**config.mk**
```make
export PLATFORM = sky130hd
export DESIGN_NAME = socket_event_frame_detector_flat
export DESIGN_NICKNAME = d
export VERILOG_FILES = /design/src/hw/rtl/sefd_pkg.sv /design/src/hw/rtl/sefd_in_if.sv /design/src/hw/rtl/sefd_out_if.sv /design/src/hw/rtl/socket_event_frame_detector.sv /design/src/flat_wrapper.sv
export SDC_FILE = /design/constraint.sdc
export NUM_CORES = 1
export LEC_CHECK = 0
export BUFFER_PORTS_ARGS = -buffer_cell sky130_fd_sc_hd__clkbuf_2
export CAP_MARGIN = 20
export CORE_MARGIN = 10
export CORE_UTILIZATION = 60
export CTS_CLUSTER_SIZE = 16
export DETAILED_ROUTE_END_ITERATION = 7
export HOLD_SLACK_MARGIN = 0.08
export PLACE_DENSITY = 0.78
export SLEW_MARGIN = 20
export SYNTH_ARGS = -nofsm -noshare
export SYNTH_HDL_FRONTEND = slang
export SYNTH_SLANG_ARGS = --single-unit
export TNS_END_PERCENT = 1
```
**constraint.sdc**
```tcl
create_clock -name clk -period 8.95 [get_ports clk]
set_clock_uncertainty 0.1 [all_clocks]
set_input_delay 0.895 -clock clk [delete_from_list [all_inputs] [get_ports clk]]
set_output_delay 0.895 -clock clk [all_outputs]
set_load 0.01 [all_outputs]
```
**src/hw/rtl/sefd_pkg.sv**
```systemverilog
// Package for the socket event frame detector.
// Holds the header pattern table, character codes and the default length width.
// No dependencies; the detector module imports it.
package sefd_pkg;

	localparam int LENGTH_BITS_DEFAULT = 16;

	localparam int SHORT_LEN = 12;
	localparam int LONG_LEN  = 19;

	localparam logic [7:0] CHAR_CR    = 8'h0D;
	localparam logic [7:0] CHAR_LF    = 8'h0A;
	localparam logic [7:0] CHAR_COMMA = 8'h2C;
	localparam logic [7:0] CHAR_ZERO  = 8'h30;
	localparam logic [7:0] CHAR_NINE  = 8'h39;

	// Expected byte at each place of "\r\n+CIPEVENT:SOCKET,". The short header is
	// the first twelve places of the same string.
	function automatic logic [7:0] pattern_byte(input logic [4:0] idx);
		logic [7:0] c;
		unique case (idx)
			5'd0:    c = CHAR_CR;
			5'd1:    c = CHAR_LF;
			5'd2:    c = 8'h2B; // +
			5'd3:    c = 8'h43; // C
			5'd4:    c = 8'h49; // I
			5'd5:    c = 8'h50; // P
			5'd6:    c = 8'h45; // E
			5'd7:    c = 8'h56; // V
			5'd8:    c = 8'h45; // E
			5'd9:    c = 8'h4E; // N
			5'd10:   c = 8'h54; // T
			5'd11:   c = 8'h3A; // :
			5'd12:   c = 8'h53; // S
			5'd13:   c = 8'h4F; // O
			5'd14:   c = 8'h43; // C
			5'd15:   c = 8'h4B; // K
			5'd16:   c = 8'h45; // E
			5'd17:   c = 8'h54; // T
			5'd18:   c = CHAR_COMMA;
			default: c = 8'h00;
		endcase
		return c;
	endfunction

	function automatic logic is_digit(input logic [7:0] b);
		return (b >= CHAR_ZERO) && (b <= CHAR_NINE);
	endfunction

endpackage

```
**src/hw/rtl/sefd_in_if.sv**
```systemverilog
// Byte request channel of the socket event frame detector.
// Carries one received modem character and its start-of-buffer flag.
// Depends on nothing.
interface sefd_in_if;
	logic       valid;
	logic       ready;
	logic [7:0] rx_byte;
	logic       first;

	modport source(output valid, rx_byte, first, input ready);
	modport sink(input valid, rx_byte, first, output ready);
endinterface

```
**src/hw/rtl/sefd_out_if.sv**
```systemverilog
// Result request channel of the socket event frame detector.
// Carries the match and claim flags and the parsed header fields.
// Depends on nothing.
interface sefd_out_if;
	logic        valid;
	logic        ready;
	logic        match;
	logic        claim;
	logic [7:0]  socket_id;
	logic [15:0] payload_length;
	logic        header_parsed;

	modport source(output valid, match, claim, socket_id, payload_length, header_parsed,
		input ready);
	modport sink(input valid, match, claim, socket_id, payload_length, header_parsed,
		output ready);
endinterface

```
**src/hw/rtl/socket_event_frame_detector.sv**
```systemverilog
// Socket event frame detector: one byte request in, one result request out per byte.
// A byte is registered on acceptance and its result is formed by one stage of logic into
// an output register, so a byte can be taken every clock cycle while the result is not stalled.
// The only loop is the per-byte parser state (position, header compare, comma count,
// decimal accumulators), which is updated once per processed byte. Uses sefd_pkg, sefd_in_if and
// sefd_out_if.
module socket_event_frame_detector
	import sefd_pkg::*;
#(
	parameter int LENGTH_BITS = LENGTH_BITS_DEFAULT
) (
	input  logic        clk,
	input  logic        arst_n,
	sefd_in_if.sink     data,
	sefd_out_if.source  result
);

	localparam int TotW  = LENGTH_BITS + 2;
	localparam int AccW  = LENGTH_BITS + 4;
	localparam int WideW = (LENGTH_BITS > 16) ? LENGTH_BITS : 16;

	// Input stage
	logic       valid_s1;
	logic [7:0] byte_s1;
	logic       first_s1;
	logic       advance;

	// Parser state
	logic [LENGTH_BITS-1:0] pos_q, pos_n;
	logic                   short_eq_q, short_eq_n;
	logic                   long_eq_q, long_eq_n;
	logic                   prefix_q, prefix_n;
	logic                   parsed_q, parsed_n;
	logic [1:0]             comma_q, comma_n;
	logic [7:0]             prev_q;
	logic [7:0]             id_q, id_n;
	logic [LENGTH_BITS-1:0] acc_q, acc_n;
	logic                   bad_q, bad_n;
	logic [TotW-1:0]        tot_q, tot_n;

	// Result register
	logic        res_valid_q;
	logic        match_q, claim_q, parsed_out_q;
	logic [7:0]  id_out_q;
	logic [15:0] plen_out_q;

	logic                   start;
	logic [LENGTH_BITS-1:0] len;
	logic [LENGTH_BITS-1:0] len_m1;
	logic [7:0]             pat;
	logic [3:0]             digit;
	logic [11:0]            id_wide;
	logic [7:0]             id_sat;
	logic [AccW-1:0]        acc_wide;
	logic [LENGTH_BITS-1:0] acc_sat;
	logic [TotW-1:0]        total;
	logic                   match_n, claim_n;
	logic [WideW-1:0]       acc_ext;
	logic [15:0]            plen_n;

	assign advance    = !res_valid_q || result.ready;
	assign data.ready = !valid_s1 || advance;

	always_ff @(posedge clk or negedge arst_n) begin
		if (!arst_n) begin
			valid_s1 <= 1'b0;
		end else if (data.ready) begin
			valid_s1 <= data.valid;
		end
	end

	always_ff @(posedge clk) begin
		if (data.ready && data.valid) begin
			byte_s1  <= data.rx_byte;
			first_s1 <= data.first;
		end
	end

	assign start  = first_s1 || (pos_q == '0);
	assign len    = (pos_q != '1) ? pos_q + LENGTH_BITS'(1) : pos_q;
	assign len_m1 = len - LENGTH_BITS'(1);
	assign pat    = pattern_byte(len_m1[4:0]);
	assign digit  = byte_s1[3:0];

	// Decimal accumulation: x * 10 as two shifts and an add, then saturate.
	assign id_wide  = (12'(id_q) << 3) + (12'(id_q) << 1) + 12'(digit);
	assign id_sat   = (id_wide > 12'd255) ? 8'hFF : id_wide[7:0];
	assign acc_wide = (AccW'(acc_q) << 3) + (AccW'(acc_q) << 1) + AccW'(digit);
	assign acc_sat  = (acc_wide > AccW'({LENGTH_BITS{1'b1}})) ? '1 : acc_wide[LENGTH_BITS-1:0];

	// position - 1 + length + 2 cannot exceed the total's range, so no clamp is needed.
	assign total = TotW'(len) + TotW'(acc_n) + TotW'(1);

	always_comb begin
		pos_n      = pos_q;
		short_eq_n = short_eq_q;
		long_eq_n  = long_eq_q;
		prefix_n   = prefix_q;
		parsed_n   = parsed_q;
		comma_n    = comma_q;
		id_n       = id_q;
		acc_n      = acc_q;
		bad_n      = bad_q;
		tot_n      = tot_q;
		match_n    = 1'b0;
		claim_n    = 1'b0;
		if (start) begin
			pos_n      = LENGTH_BITS'(1);
			short_eq_n = (byte_s1 == pattern_byte(5'd0));
			long_eq_n  = (byte_s1 == pattern_byte(5'd0));
			prefix_n   = 1'b0;
			parsed_n   = 1'b0;
			comma_n    = 2'd0;
			id_n       = 8'd0;
			acc_n      = '0;
			bad_n      = 1'b0;
			tot_n      = '0;
		end else begin
			pos_n = len;
			if (len <= LENGTH_BITS'(SHORT_LEN) && byte_s1 != pat) begin
				short_eq_n = 1'b0;
			end
			if (len <= LENGTH_BITS'(LONG_LEN) && byte_s1 != pat) begin
				long_eq_n = 1'b0;
			end
			priority if (len < LENGTH_BITS'(SHORT_LEN)) begin
				// Too early to decide.
			end else if (len == LENGTH_BITS'(SHORT_LEN) && short_eq_n) begin
				prefix_n = 1'b1;
			end else if (prefix_q) begin
				claim_n = 1'b1;
				if (!parsed_q) begin
					if (prev_q == CHAR_CR && byte_s1 == CHAR_LF) begin
						match_n = 1'b1;
					end else if (len > LENGTH_BITS'(LONG_LEN) && long_eq_n) begin
						if (byte_s1 == CHAR_COMMA) begin
							// An empty or non-numeric field before the first or second separator fails it.
							if (comma_q < 2'd2 && !is_digit(prev_q)) begin
								bad_n = 1'b1;
							end
							if (comma_q != 2'd3) begin
								comma_n = comma_q + 2'd1;
							end
						end else if (comma_q < 2'd2) begin
							if (!is_digit(byte_s1)) begin
								bad_n = 1'b1;
							end else if (comma_q == 2'd0) begin
								id_n = id_sat;
							end else begin
								acc_n = acc_sat;
							end
						end
						if (comma_n == 2'd3 && !bad_n) begin
							tot_n    = total;
							parsed_n = 1'b1;
						end
					end
				end else begin
					match_n = (TotW'(len) >= tot_q);
				end
			end
		end
	end

	always_comb begin
		acc_ext = WideW'(acc_n);
		plen_n  = (acc_ext > WideW'(16'hFFFF)) ? 16'hFFFF : acc_ext[15:0];
	end

	always_ff @(posedge clk or negedge arst_n) begin
		if (!arst_n) begin
			pos_q      <= '0;
			short_eq_q <= 1'b1;
			long_eq_q  <= 1'b1;
			prefix_q   <= 1'b0;
			parsed_q   <= 1'b0;
			comma_q    <= 2'd0;
			prev_q     <= 8'd0;
			id_q       <= 8'd0;
			acc_q      <= '0;
			bad_q      <= 1'b0;
			tot_q      <= '0;
		end else if (valid_s1 && advance) begin
			pos_q      <= pos_n;
			short_eq_q <= short_eq_n;
			long_eq_q  <= long_eq_n;
			prefix_q   <= prefix_n;
			parsed_q   <= parsed_n;
			comma_q    <= comma_n;
			prev_q     <= byte_s1;
			id_q       <= id_n;
			acc_q      <= acc_n;
			bad_q      <= bad_n;
			tot_q      <= tot_n;
		end
	end

	always_ff @(posedge clk or negedge arst_n) begin
		if (!arst_n) begin
			res_valid_q <= 1'b0;
		end else if (advance) begin
			res_valid_q <= valid_s1;
		end
	end

	always_ff @(posedge clk) begin
		if (valid_s1 && advance) begin
			match_q      <= match_n;
			claim_q      <= claim_n;
			parsed_out_q <= parsed_n;
			id_out_q     <= parsed_n ? id_n : 8'd0;
			plen_out_q   <= parsed_n ? plen_n : 16'd0;
		end
	end

	assign result.valid          = res_valid_q;
	assign result.match          = match_q;
	assign result.claim          = claim_q;
	assign result.socket_id      = id_out_q;
	assign result.payload_length = plen_out_q;
	assign result.header_parsed  = parsed_out_q;

`ifndef ASSERT_OFF
	a_match_claims: assert property (@(posedge clk) disable iff (!arst_n)
		result.valid && result.match |-> result.claim)
		else $error("match raised on a message that is not claimed");

	a_fields_zero_unparsed: assert property (@(posedge clk) disable iff (!arst_n)
		result.valid && !result.header_parsed |->
			(result.socket_id == 8'd0) && (result.payload_length == 16'd0))
		else $error("header fields shown before the header was parsed");

	a_parsed_needs_prefix: assert property (@(posedge clk) disable iff (!arst_n)
		parsed_q |-> prefix_q && long_eq_q)
		else $error("header parsed without the event prefix");

	a_third_comma_parses: assert property (@(posedge clk) disable iff (!arst_n)
		(comma_q == 2'd3) && !bad_q |-> parsed_q)
		else $error("third comma with good fields did not finish the parse");

	a_position_nonzero: assert property (@(posedge clk) disable iff (!arst_n)
		valid_s1 && advance |=> pos_q != '0)
		else $error("position is zero after a processed byte");
`endif

endmodule
```
**src/flat_wrapper.sv**
```systemverilog
// flat-port wrapper written by rule: the top's interface ports become plain ports
module socket_event_frame_detector_flat import sefd_pkg::*;
#(
	parameter int LENGTH_BITS = LENGTH_BITS_DEFAULT
)
  (clk, arst_n, data_valid, data_rx_byte, data_first, data_ready, result_valid, result_match, result_claim, result_socket_id, result_payload_length, result_header_parsed, result_ready);
  sefd_in_if data_i ();
  sefd_out_if result_i ();
  input  logic clk;
  input  logic arst_n;
  input wire logic [$bits(data_i.valid)-1:0] data_valid;
  input wire logic [$bits(data_i.rx_byte)-1:0] data_rx_byte;
  input wire logic [$bits(data_i.first)-1:0] data_first;
  output wire logic [$bits(data_i.ready)-1:0] data_ready;
  output wire logic [$bits(result_i.valid)-1:0] result_valid;
  output wire logic [$bits(result_i.match)-1:0] result_match;
  output wire logic [$bits(result_i.claim)-1:0] result_claim;
  output wire logic [$bits(result_i.socket_id)-1:0] result_socket_id;
  output wire logic [$bits(result_i.payload_length)-1:0] result_payload_length;
  output wire logic [$bits(result_i.header_parsed)-1:0] result_header_parsed;
  input wire logic [$bits(result_i.ready)-1:0] result_ready;
  assign data_i.valid = data_valid;
  assign data_i.rx_byte = data_rx_byte;
  assign data_i.first = data_first;
  assign data_ready = data_i.ready;
  assign result_valid = result_i.valid;
  assign result_match = result_i.match;
  assign result_claim = result_i.claim;
  assign result_socket_id = result_i.socket_id;
  assign result_payload_length = result_i.payload_length;
  assign result_header_parsed = result_i.header_parsed;
  assign result_i.ready = result_ready;
  socket_event_frame_detector #(.LENGTH_BITS(LENGTH_BITS)) u_core (.clk(clk), .arst_n(arst_n), .data(data_i), .result(result_i));
endmodule
```
==> flow_summary.json, run 1 <==
{
  "htreeDepth": 3,
  "clock_latency_ps": 360,
  "clock-sinks": 111,
  "cpMaxStageDelayCell": "fa_1",
  "layout_common_cells": "109 x nor2_1, 102 x nand2_1, 88 x ha_1",
  "clockBufferDepth": 2,
  "grt_pass1_vias": 7000,
  "dieArea_mm2": 0.01912,
  "status": "finished, final reports clean",
  "irDropWorstVdd_uv": 146.7,
  "num-nets-final": 1077,
  "dr.pass1.iters": 7,
  "synthXorXnorAreaFrac_pct": 5.738,
  "crit_start": "u_core.byte_s1[3]",
  "drive_above_1_share_pct": 8.709,
  "vias": 7215,
  "overflow": 0,
  "hold_violations": 0,
  "drc": 0,
  "synth_top_family_by_area": "simple AND/OR/NAND/NOR gates",
  "cts_tree": "yes",
  "worstPathArrival_ps": 7540,
  "yosys.area_share.simple_pct": 20.28,
  "r2r_start": "u_core.byte_s1[3]",
  "grt_antenna_before_repair": 0,
  "synthMuxAreaShare_pct": 2.042,
  "clockRootBuffer": "clkbuf_16",
  "power.density_mw_per_mm2": 171.1,
  "critPathLaunchType": "flop",
  "start_util_pct": 60.96,
  "cap_violations": 0,
  "final_common_cell": "nor2_1",
  "ys.flop_type": "dfrtp_1",
  "area_growth_pct": 7.183,
  "synth_edf_count": 36,
  "rsz0062_at_grt": "no",
  "fp.dieW_um": 138.3,
  "drt-total-wl_um": 20660,
  "ant_nets": 0,
  "place_hpwl_um": 15230,
  "synthAdderAreaFrac_pct": 14.31,
  "setup_violations": 0,
  "cts_setup_buffers": 0,
  "cp.required_ps": 9150,
  "vias_per_cell": 6.241,
  "grt_max_degree": 76,
  "rows": 43,
  "fp.dieH_um": 138.3,
  "core_area_mm2": 0.01377,
  "clkSlewWorstSetupHoldPaths_ps": 80,
  "postCtsHoldBufs": 0,
  "slew_viol_final": 0,
  "worstPathMaxFanout": 12,
  "cts_buffers": 9,
  "async_reset_ff_share_pct": 67.57,
  "ctsResizeCount": 0,
  "yosys_register_bits": 111,
  "syn_area_mm2": 0.008396,
  "ys_seq_area_share_pct": 35.26,
  "finalCriticalPeriod_ps": 7337,
  "synth_warnings": 0,
  "grt_pass1_wl_um": 35080,
  "relSlewSlack_pct": 28.32,
  "ios": 42,
  "portBuffers": 41,
  "leakage_nw": 4.120,
  "hp-class": "flop to flop",
  "tightest_slew_ps": 1071,
  "setup-tns-final_ps": 0,
  "timing.final.crit_share_pct": 81.98,
  "endpoint_kind": "flop",
  "gp_congestion": 0.9306,
  "synth-compound-area-share_pct": 17.84,
  "max_clock_freq_ghz": 0.1363,
  "syn_inst": 952,
  "synth_cell_types": 72,
  "p_total_w": 0.001539,
  "wl_per_cell_um": 17.87,
  "grt_usage_pct": 21.62,
  "drt_iter0_markers": 569,
  "hold_start": "u_core.tot_q[15]",
  "criticalPathCategory": "flop to flop",
  "insertedDiodeCount": 0,
  "avgSynthCellArea_um2": 8.819,
  "slowest_delay_ps": 530,
  "synth_nets": 1058
}
-- synthesized netlist by cell type, drive strengths merged, types with 25 or more instances --
cell type,n,share of area [%]
a211oi,28,2.5
a21oi,48,2.9
clkbuf,27,1.2
dfrtp,73,22
edfxtp,36,13
ha,88,13
inv,58,2.6
nand2,102,4.6
nand3,25,1.5
nor2,110,4.9
nor3,33,2.0
o21ai,57,3.4
xnor2,41,4.3
-- area by class of cell --
type,instances,area [µm²]
well taps,180,225.2
clock inverters,7,58.81
repair buffers,47,256.5
inverters,58,217.7
fillers,1144,4775
multi-input cells,744,5055
flip-flops and latches,111,2960
clock buffers,9,225.2
-- critical path, delay by kind of cell (launching register included) --
kind	cells	cell delay, ps
compound gates	19	4090
simple gates	4	850
buf+inv	1	180
flops	1	520
fa+ha+maj	3	1510
-- sequential cells by signal, indices dropped and copies added (netlist names), 2 cells and up --
signal,count
u_core.tot_q,18
u_core.pos_q,16
u_core.id_q,8
u_core.prev_q,8
u_core.byte_s1,8
u_core.result.socket_id,8
u_core.acc_q,16
u_core.result.payload_length,16
u_core.comma_q,2
-- report_power, final --
group          total (W)  internal (W)  switching (W)  leakage [nW]
registers       0.000568      0.000547      0.0000216          1.38
clock network   0.000402      0.000195       0.000207         0.144
logic           0.000569      0.000226       0.000343          2.60
-- cell families (layout without fill, tap and decap cells) --
kind of cell | count (synthesis) | count (layout)
AND/OR/NAND/NOR | 352 | 352
AO/OA/AOI/OAI | 228 | 228
flip-flops | 111 | 111
buffers and inverters | 97 | 121
adder cells (fa/ha/maj) | 93 | 93
XOR/XNOR | 55 | 55
multiplexers | 16 | 16
-- per-layer routing --
layer | track usage, % | routed length [µm] | vias to the layer above
met4 | 8.602 | 601 | 0
met3 | 4.555 | 1546 | 43
met2 | 34.16 | 9412 | 270
met5 | 0 | 0 | -
li1 | - | - | 3471
met1 | 28.28 | 9099 | 3431
-- final timing paths --
| check | end | slack, ps | cells after the start |
|---|---|---|---|
| min | u_core.tot_q[15] | 390 | 2 |
| max reg2reg | u_core.tot_q[16] | 1610 | 27 |
| min in group asynchronous | u_core.prev_q[6] | 470 | 1 |
| min reg2reg | u_core.tot_q[15] | 390 | 2 |
| max in group asynchronous | u_core.acc_q[10] | 7780 | 1 |
| max | u_core.tot_q[16] | 1610 | 27 |
-- through the flow --
| stage | utilization (%) | area (µm²) | hold WS [ps] | instances | worst slack (ps) |
|---|---|---|---|---|---|
| 5_1_grt | 65.33 | 8999 | 408.2 | 1156 | 905.6 |
| 6_report | 65.33 | 8999 | 385.1 | 1156 | 1613 |
| 2_1_floorplan | - | 8396 | 346.5 | 952 | 2231 |
| 3_5_place_dp | 63.24 | 8711 | 365.9 | 1140 | 1691 |
| 4_1_cts | 65.31 | 8995 | 385.2 | 1156 | 1643 |
| 3_3_place_gp | 63.24 | 8711 | 360.6 | 1140 | 1882 |
Power figures use the tool's default switching activity.
==> run 2, diff against run 1 <==
ABC_AREA = 1   (was not set)
clock period = 6.8 ns   (was 8.95 ns; I/O delays follow)
==> flow_summary.json, run 2 <==
{
  "hp-class": "primary input to async pin",
  "synth.most_common_cell": "nand2_1",
  "cts_buffers": 9,
  "fp.dieW_um": 144.6,
  "async_reset_ff_share_pct": 67.57,
  "rows": 45,
  "avgSynthCellArea_um2": 7.219,
  "r2r_slack_ps": 580,
  "hold_violations": 0,
  "worstPathMaxFanout": 6,
  "dr.pass1.iters": 5,
  "wl_met2_um": 10900,
  "design_area_mm2": 0.01004,
  "vias": 8625,
  "synth_nets": 1397,
  "portBuffers": 41,
  "drt-total-wl_um": 23680,
  "leakage_nw": 5.226,
  "dieArea_mm2": 0.02092,
  "grt_pass1_vias": 8041,
  "cpMaxStageDelayCell": "fa_1",
  "top_register": "u_core.tot_q",
  "path_delay_family": "simple AND/OR/NAND/NOR gates",
  "drive_above_1_share_pct": 9.241,
  "start_util_pct": 61.31,
  "clockRootBuffer": "clkbuf_16",
  "slew_viol_final": 0,
  "largest_reg_flops": 18,
  "clock_latency_ps": 370,
  "syn_inst": 1291,
  "final_common_cell": "nand2_1",
  "critPathLaunchType": "flop",
  "r2r_start": "u_core.byte_s1[3]",
  "routed.top_layer": "met4",
  "status": "finished, final reports clean",
  "fp.dieH_um": 144.6,
  "clkSlewWorstSetupHoldPaths_ps": 80,
  "synthTopCellsByCount": "351 x nand2_1, 181 x inv_1, 98 x nor2_1",
  "fill_cells": 1339,
  "timing.final.crit_share_pct": 91.50,
  "syn_area_mm2": 0.009320,
  "met1Wirelength_um": 10880,
  "slowest_delay_ps": 520,
  "num-nets-final": 1432,
  "vias_per_cell": 5.678,
  "gp_congestion": 0.9627,
  "wl_per_cell_um": 15.59,
  "htreeDepth": 3,
  "max_clock_freq_ghz": 0.1607,
  "endpoint_kind": "flop",
  "drc": 0,
  "core_area_mm2": 0.01520,
  "cap_violations": 0,
  "cts_tree": "yes",
  "ant_nets": 0,
  "irDropWorstVdd_uv": 182.8,
  "place_hpwl_um": 17910,
  "synth_warnings": 0,
  "criticalPathCategory": "flop to flop",
  "ios": 42,
  "area_growth_pct": 7.746,
  "rr_endpoint": "u_core.tot_q[16]",
  "setup-tns-final_ps": 0,
  "grt_max_degree": 62,
  "route.met3.wl_um": 1402,
  "synth_edf_count": 36,
  "worstPathArrival_ps": 6430,
  "clockBufferDepth": 2,
  "power.density_mw_per_mm2": 297.3,
  "ys.flop_type": "dfrtp_1",
  "finalCriticalPeriod_ps": 6222,
  "yosys_register_bits": 111,
  "relSlewSlack_pct": 30.69,
  "synth.top_cell.area_share_pct": 19.60,
  "placed_area_mm2": 0.009702,
  "netlist.top_cell.by_area": "dfrtp_1",
  "drt_iter0_markers": 721,
  "grt_usage_pct": 23.42,
  "cp_common_cell": "nand2_1",
  "synth_cell_types": 56,
  "synth.area.top_cells": "dfrtp_1 20%, nand2_1 14%, ha_1 12%, edfxtp_1 12%, inv_1 7.3%",
  "layout_common_cells": "350 x nand2_1, 180 x inv_1, 98 x nor2_1",
  "setup_violations": 0,
  "cp.required_ps": 7000,
  "rsz0062_at_grt": "no",
  "insertedDiodeCount": 0,
  "grt_pass1_wl_um": 39500,
  "overflow": 0,
  "tightest_slew_ps": 1037,
  "reg2regPathDepth": 36,
  "clock-sinks": 111,
  "ys_seq_area_share_pct": 31.76,
  "grt_antenna_before_repair": 0,
  "cp_num_buf_inv": 3
}
==> run 2: cell count changes after synthesis, sizes merged, moves of 12 or more <==
cell,change
nand3,+70
a21oi,+14
inv,+129
nand2,+263
o21ai,+17
xor2,+15
a211oi,-27
nand4,+23
nand2b,-14
a21o,-13
xnor2,-34
o22ai,+12
==> run 2: worst max-delay path by stage <==
stage / from / end / slack, ps / cells after the start
finish: u_core.byte_s1[3] / u_core.tot_q[16] / 580 / 36
global route: u_core.acc_q[0] / u_core.tot_q[16] / 40 / 36
CTS: u_core.byte_s1[3] / u_core.tot_q[16] / 320 / 36
detailed placement: u_core.byte_s1[3] / u_core.tot_q[16] / 360 / 36
global placement: u_core.byte_s1[3] / u_core.tot_q[16] / 630 / 36
floorplan: u_core.byte_s1[3] / u_core.tot_q[16] / 1110 / 37
==> run 2: cell families (layout without fill, tap and decap cells) <==
kind of cell / count (synthesis) / count (layout) / share of synthesized area (%)
flip-flops: 111 / 111 / 31.76
adder cells (fa/ha/maj): 93 / 93 / 12.89
AND/OR/NAND/NOR: 645 / 645 / 31.40
XOR/XNOR: 36 / 36 / 3.383
buffers and inverters: 219 / 259 / 9.062
AO/OA/AOI/OAI: 187 / 187 / 11.51
==> run 2: what timing repair did <==
action | 4_1_cts | 5_1_grt
hold buffers | 0 | 0
gates resized for setup | 0 | 2
setup endpoints to repair | 0 | 6
setup buffers | 0 | 4
==> run 2: area by class of cell <==
type | instances | area, µm² | area share, %
clock buffers | 9 | 225.2 | 2.243
repair buffers | 52 | 290.3 | 2.891
multi-input cells | 961 | 5530 | 55.07
clock inverters | 7 | 80.08 | 0.7974
well taps | 188 | 235.2 | 2.342
flip-flops and latches | 111 | 2960 | 29.48
inverters | 191 | 720.7 | 7.177
==> run 2: layer usage <==
layer	vias to the layer above	track usage, %
met3	38	3.509
met4	0	7.500
met2	295	37.84
li1	4332	-
met5	-	0
met1	3960	31.47
==> run 2: report_power, final <==
part / switching [W] / total, W / internal, W / leakage (nW)
Clock: 0.000268 / 0.000559 / 0.000291 / 0.148
Combinational: 0.00102 / 0.00154 / 0.000520 / 3.71
Sequential: 0.0000913 / 0.000884 / 0.000793 / 1.36
==> run 2: through the flow <==
stage	setup WS (ps)	hold slack [ps]	power, W	instances	utilization (%)
floorplan	1115	284.4	0.002062	1291	-
global placement	634.4	364.6	0.002365	1499	63.82
detailed placement	359.5	365.1	0.002394	1499	63.82
CTS	320.8	108.3	0.002958	1515	65.83
global route	42.41	117.0	0.003230	1519	66.06
finish	578.0	103.0	0.002985	1519	66.06
==> run 2: worst register-to-register path: cells and delay by family, from the launching register on <==
| family | cells | cell delay, ps |
|---|---|---|
| xor gates and xnor gates | 2 | 310 |
| adders and majority gates | 4 | 1620 |
| and+or+nand+nor | 20 | 2370 |
| DFF | 1 | 480 |
| AOI/OAI and AO/OA | 7 | 980 |
| buffers and inverters | 3 | 300 |
==> run 3, diff against run 2 <==
MAX_ROUTING_LAYER = met4   (was not set)
==> flow_summary.json, run 3 (synthesis gave the netlist of run 2 again) <==
{
  "status": "finished, final reports clean",
  "setup_violations": 0,
  "routed.top_layer": "met4",
  "clock_latency_ps": 370,
  "dr.pass1.iters": 5,
  "timing.final.crit_share_pct": 92.50,
  "fp.dieH_um": 144.6,
  "fill_cells": 1331,
  "cts_tree": "yes",
  "dp_cells": 1499,
  "max_clock_freq_ghz": 0.1590,
  "power.density_mw_per_mm2": 301.8,
  "postCtsHoldBufs": 0,
  "setup-tns-final_ps": 0,
  "seqPwrFrac_pct": 29.1,
  "relSlewSlack_pct": 30.48,
  "cp_common_cell": "nand2_1",
  "irDropWorstVdd_uv": 188.3,
  "drt_iter0_markers": 925,
  "ant_nets": 0,
  "wl_met2_um": 11240,
  "criticalPathCategory": "flop to flop",
  "grt_usage_pct": 24.66,
  "met1Wirelength_um": 11100,
  "clkSlewWorstSetupHoldPaths_ps": 80,
  "gp_congestion": 0.9600,
  "place_hpwl_um": 18060,
  "drc": 0,
  "cpMaxStageDelayCell": "fa_1",
  "cp.required_ps": 7010,
  "clockBufferDepth": 2,
  "endpoint_kind": "flop",
  "worstPathMaxFanout": 6,
  "final_common_cell": "nand2_1",
  "slew_viol_final": 0,
  "hp-class": "primary input to async pin",
  "power_switching_w": 0.001388,
  "core_area_mm2": 0.01520,
  "tightest_slew_ps": 1040,
  "insertedDiodeCount": 0,
  "num-nets-final": 1432,
  "grt_pass1_vias": 8198,
  "utilization_pct": 66.30,
  "placed_area_mm2": 0.009702,
  "cp_num_buf_inv": 3,
  "path_delay_family": "simple AND/OR/NAND/NOR gates",
  "start_util_pct": 61.31,
  "ios": 42,
  "wl_per_cell_um": 15.99,
  "finalCriticalPeriod_ps": 6290,
  "vias": 8690,
  "internal_power_w": 0.001654,
  "leakage_nw": 5.242,
  "critPathLaunchType": "flop",
  "power.share.clock_pct": 19.6,
  "largest_reg_flops": 18,
  "grt_antenna_before_repair": 0,
  "htreeDepth": 3,
  "clock-sinks": 111,
  "design_area_mm2": 0.01008,
  "swShare_pct": 45.63,
  "top_register": "u_core.tot_q",
  "route.met3.wl_um": 1468,
  "fin_cells": 1519,
  "grt_max_degree": 60,
  "slowest_delay_ps": 530,
  "grt_pass1_wl_um": 40460,
  "dieArea_mm2": 0.02092,
  "cap_violations": 0,
  "hold_violations": 0,
  "cts_buffers": 9,
  "vias_per_cell": 5.721,
  "p_comb_share_pct": 51.4,
  "drt-total-wl_um": 24300,
  "fp.dieW_um": 144.6,
  "layout_common_cells": "350 x nand2_1, 180 x inv_1, 97 x nor2_1",
  "rows": 45,
  "rsz0062_at_grt": "no",
  "overflow": 0,
  "portBuffers": 41,
  "drive_above_1_share_pct": 9.391,
  "clockRootBuffer": "clkbuf_16",
  "area_growth_pct": 8.149,
  "worstPathArrival_ps": 6500
}
==> run 3: cell types whose count changed in the layout (fill, tap and decap cells not counted), sizes merged <==
| cell | previous run | this run |
|---|---|---|
| clkinv | 6 | 5 |
| bufinv | 1 | 2 |
| clkbuf | 49 | 50 |
| clkinvlp | 2 | 1 |
==> run 3: per-stage QoR <==
step | hold WS, ps | setup WS [ps] | power, W
2_1_floorplan | 284.4 | 1115 | 0.002062
3_3_place_gp | 365.3 | 641.7 | 0.002364
3_5_place_dp | 365.0 | 333.5 | 0.002401
4_1_cts | 120.3 | 304.5 | 0.003011
5_1_grt | 125.8 | 29.84 | 0.003289
6_report | 110.8 | 510.2 | 0.003042
==> run 3: what timing repair did <==
action / CTS / global route
endpoints found under the setup margin: 0 / 6
gates resized for setup: 0 / 6
setup buffers: 0 / 4
==> run 3: worst reg2reg max path: cells and delay by family, from the launching register on <==
kind	cells	cell delay, ps
adders and majority gates	4	1640
DFF	1	520
AOI/OAI and AO/OA	7	1000
buffers and inverters	3	290
xor gates and xnor gates	2	310
and+or+nand+nor	20	2370
==> run 3: layout make-up <==
cell class | count | area, µm² | share of cell area, %
clock buffer | 10 | 239.0 | 2.371
inverter | 191 | 720.7 | 7.150
sequential | 111 | 2960 | 29.37
clock inverter | 6 | 90.09 | 0.8937
multi-input combinational | 961 | 5544 | 55.00
tap | 188 | 235.2 | 2.334
timing repair buffer | 52 | 290.3 | 2.880
==> run 3: power by group through the flow <==
stage                     Clock [W]  Combinational [W]  Sequential, W
after floorplan                   0            0.00119       0.000875
after global placement            0            0.00147       0.000893
after detailed placement          0            0.00151       0.000893
after CTS                  0.000603            0.00153       0.000882
after global routing       0.000629            0.00176       0.000898
final                      0.000595            0.00156       0.000885
==> run 3: per-layer routing <==
| metal | global-route usage, % | vias up |
|---|---|---|
| met5 | - | - |
| met4 | 8.138 | 0 |
| met3 | 3.837 | 39 |
| met2 | 38.83 | 297 |
| met1 | 31.90 | 4027 |
| li1 | - | 4327 |
==> run 3: path summary, 6_finish.rpt <==
| kind | startpoint | end | slack, ps | cells past startpoint |
|---|---|---|---|---|
| worst max-delay path | u_core.byte_s1[3] | u_core.tot_q[16] | 510 | 36 |
| worst min-delay path | arst_n | u_core.id_q[5] | 110 | 1 |
| worst max register to register | u_core.byte_s1[3] | u_core.tot_q[16] | 510 | 36 |
| worst min register to register | u_core.tot_q[9] | u_core.tot_q[9] | 380 | 2 |
| max in group asynchronous | arst_n | u_core.tot_q[14] | 5440 | 2 |
| min in group clk | u_core.tot_q[9] | u_core.tot_q[9] | 380 | 2 |
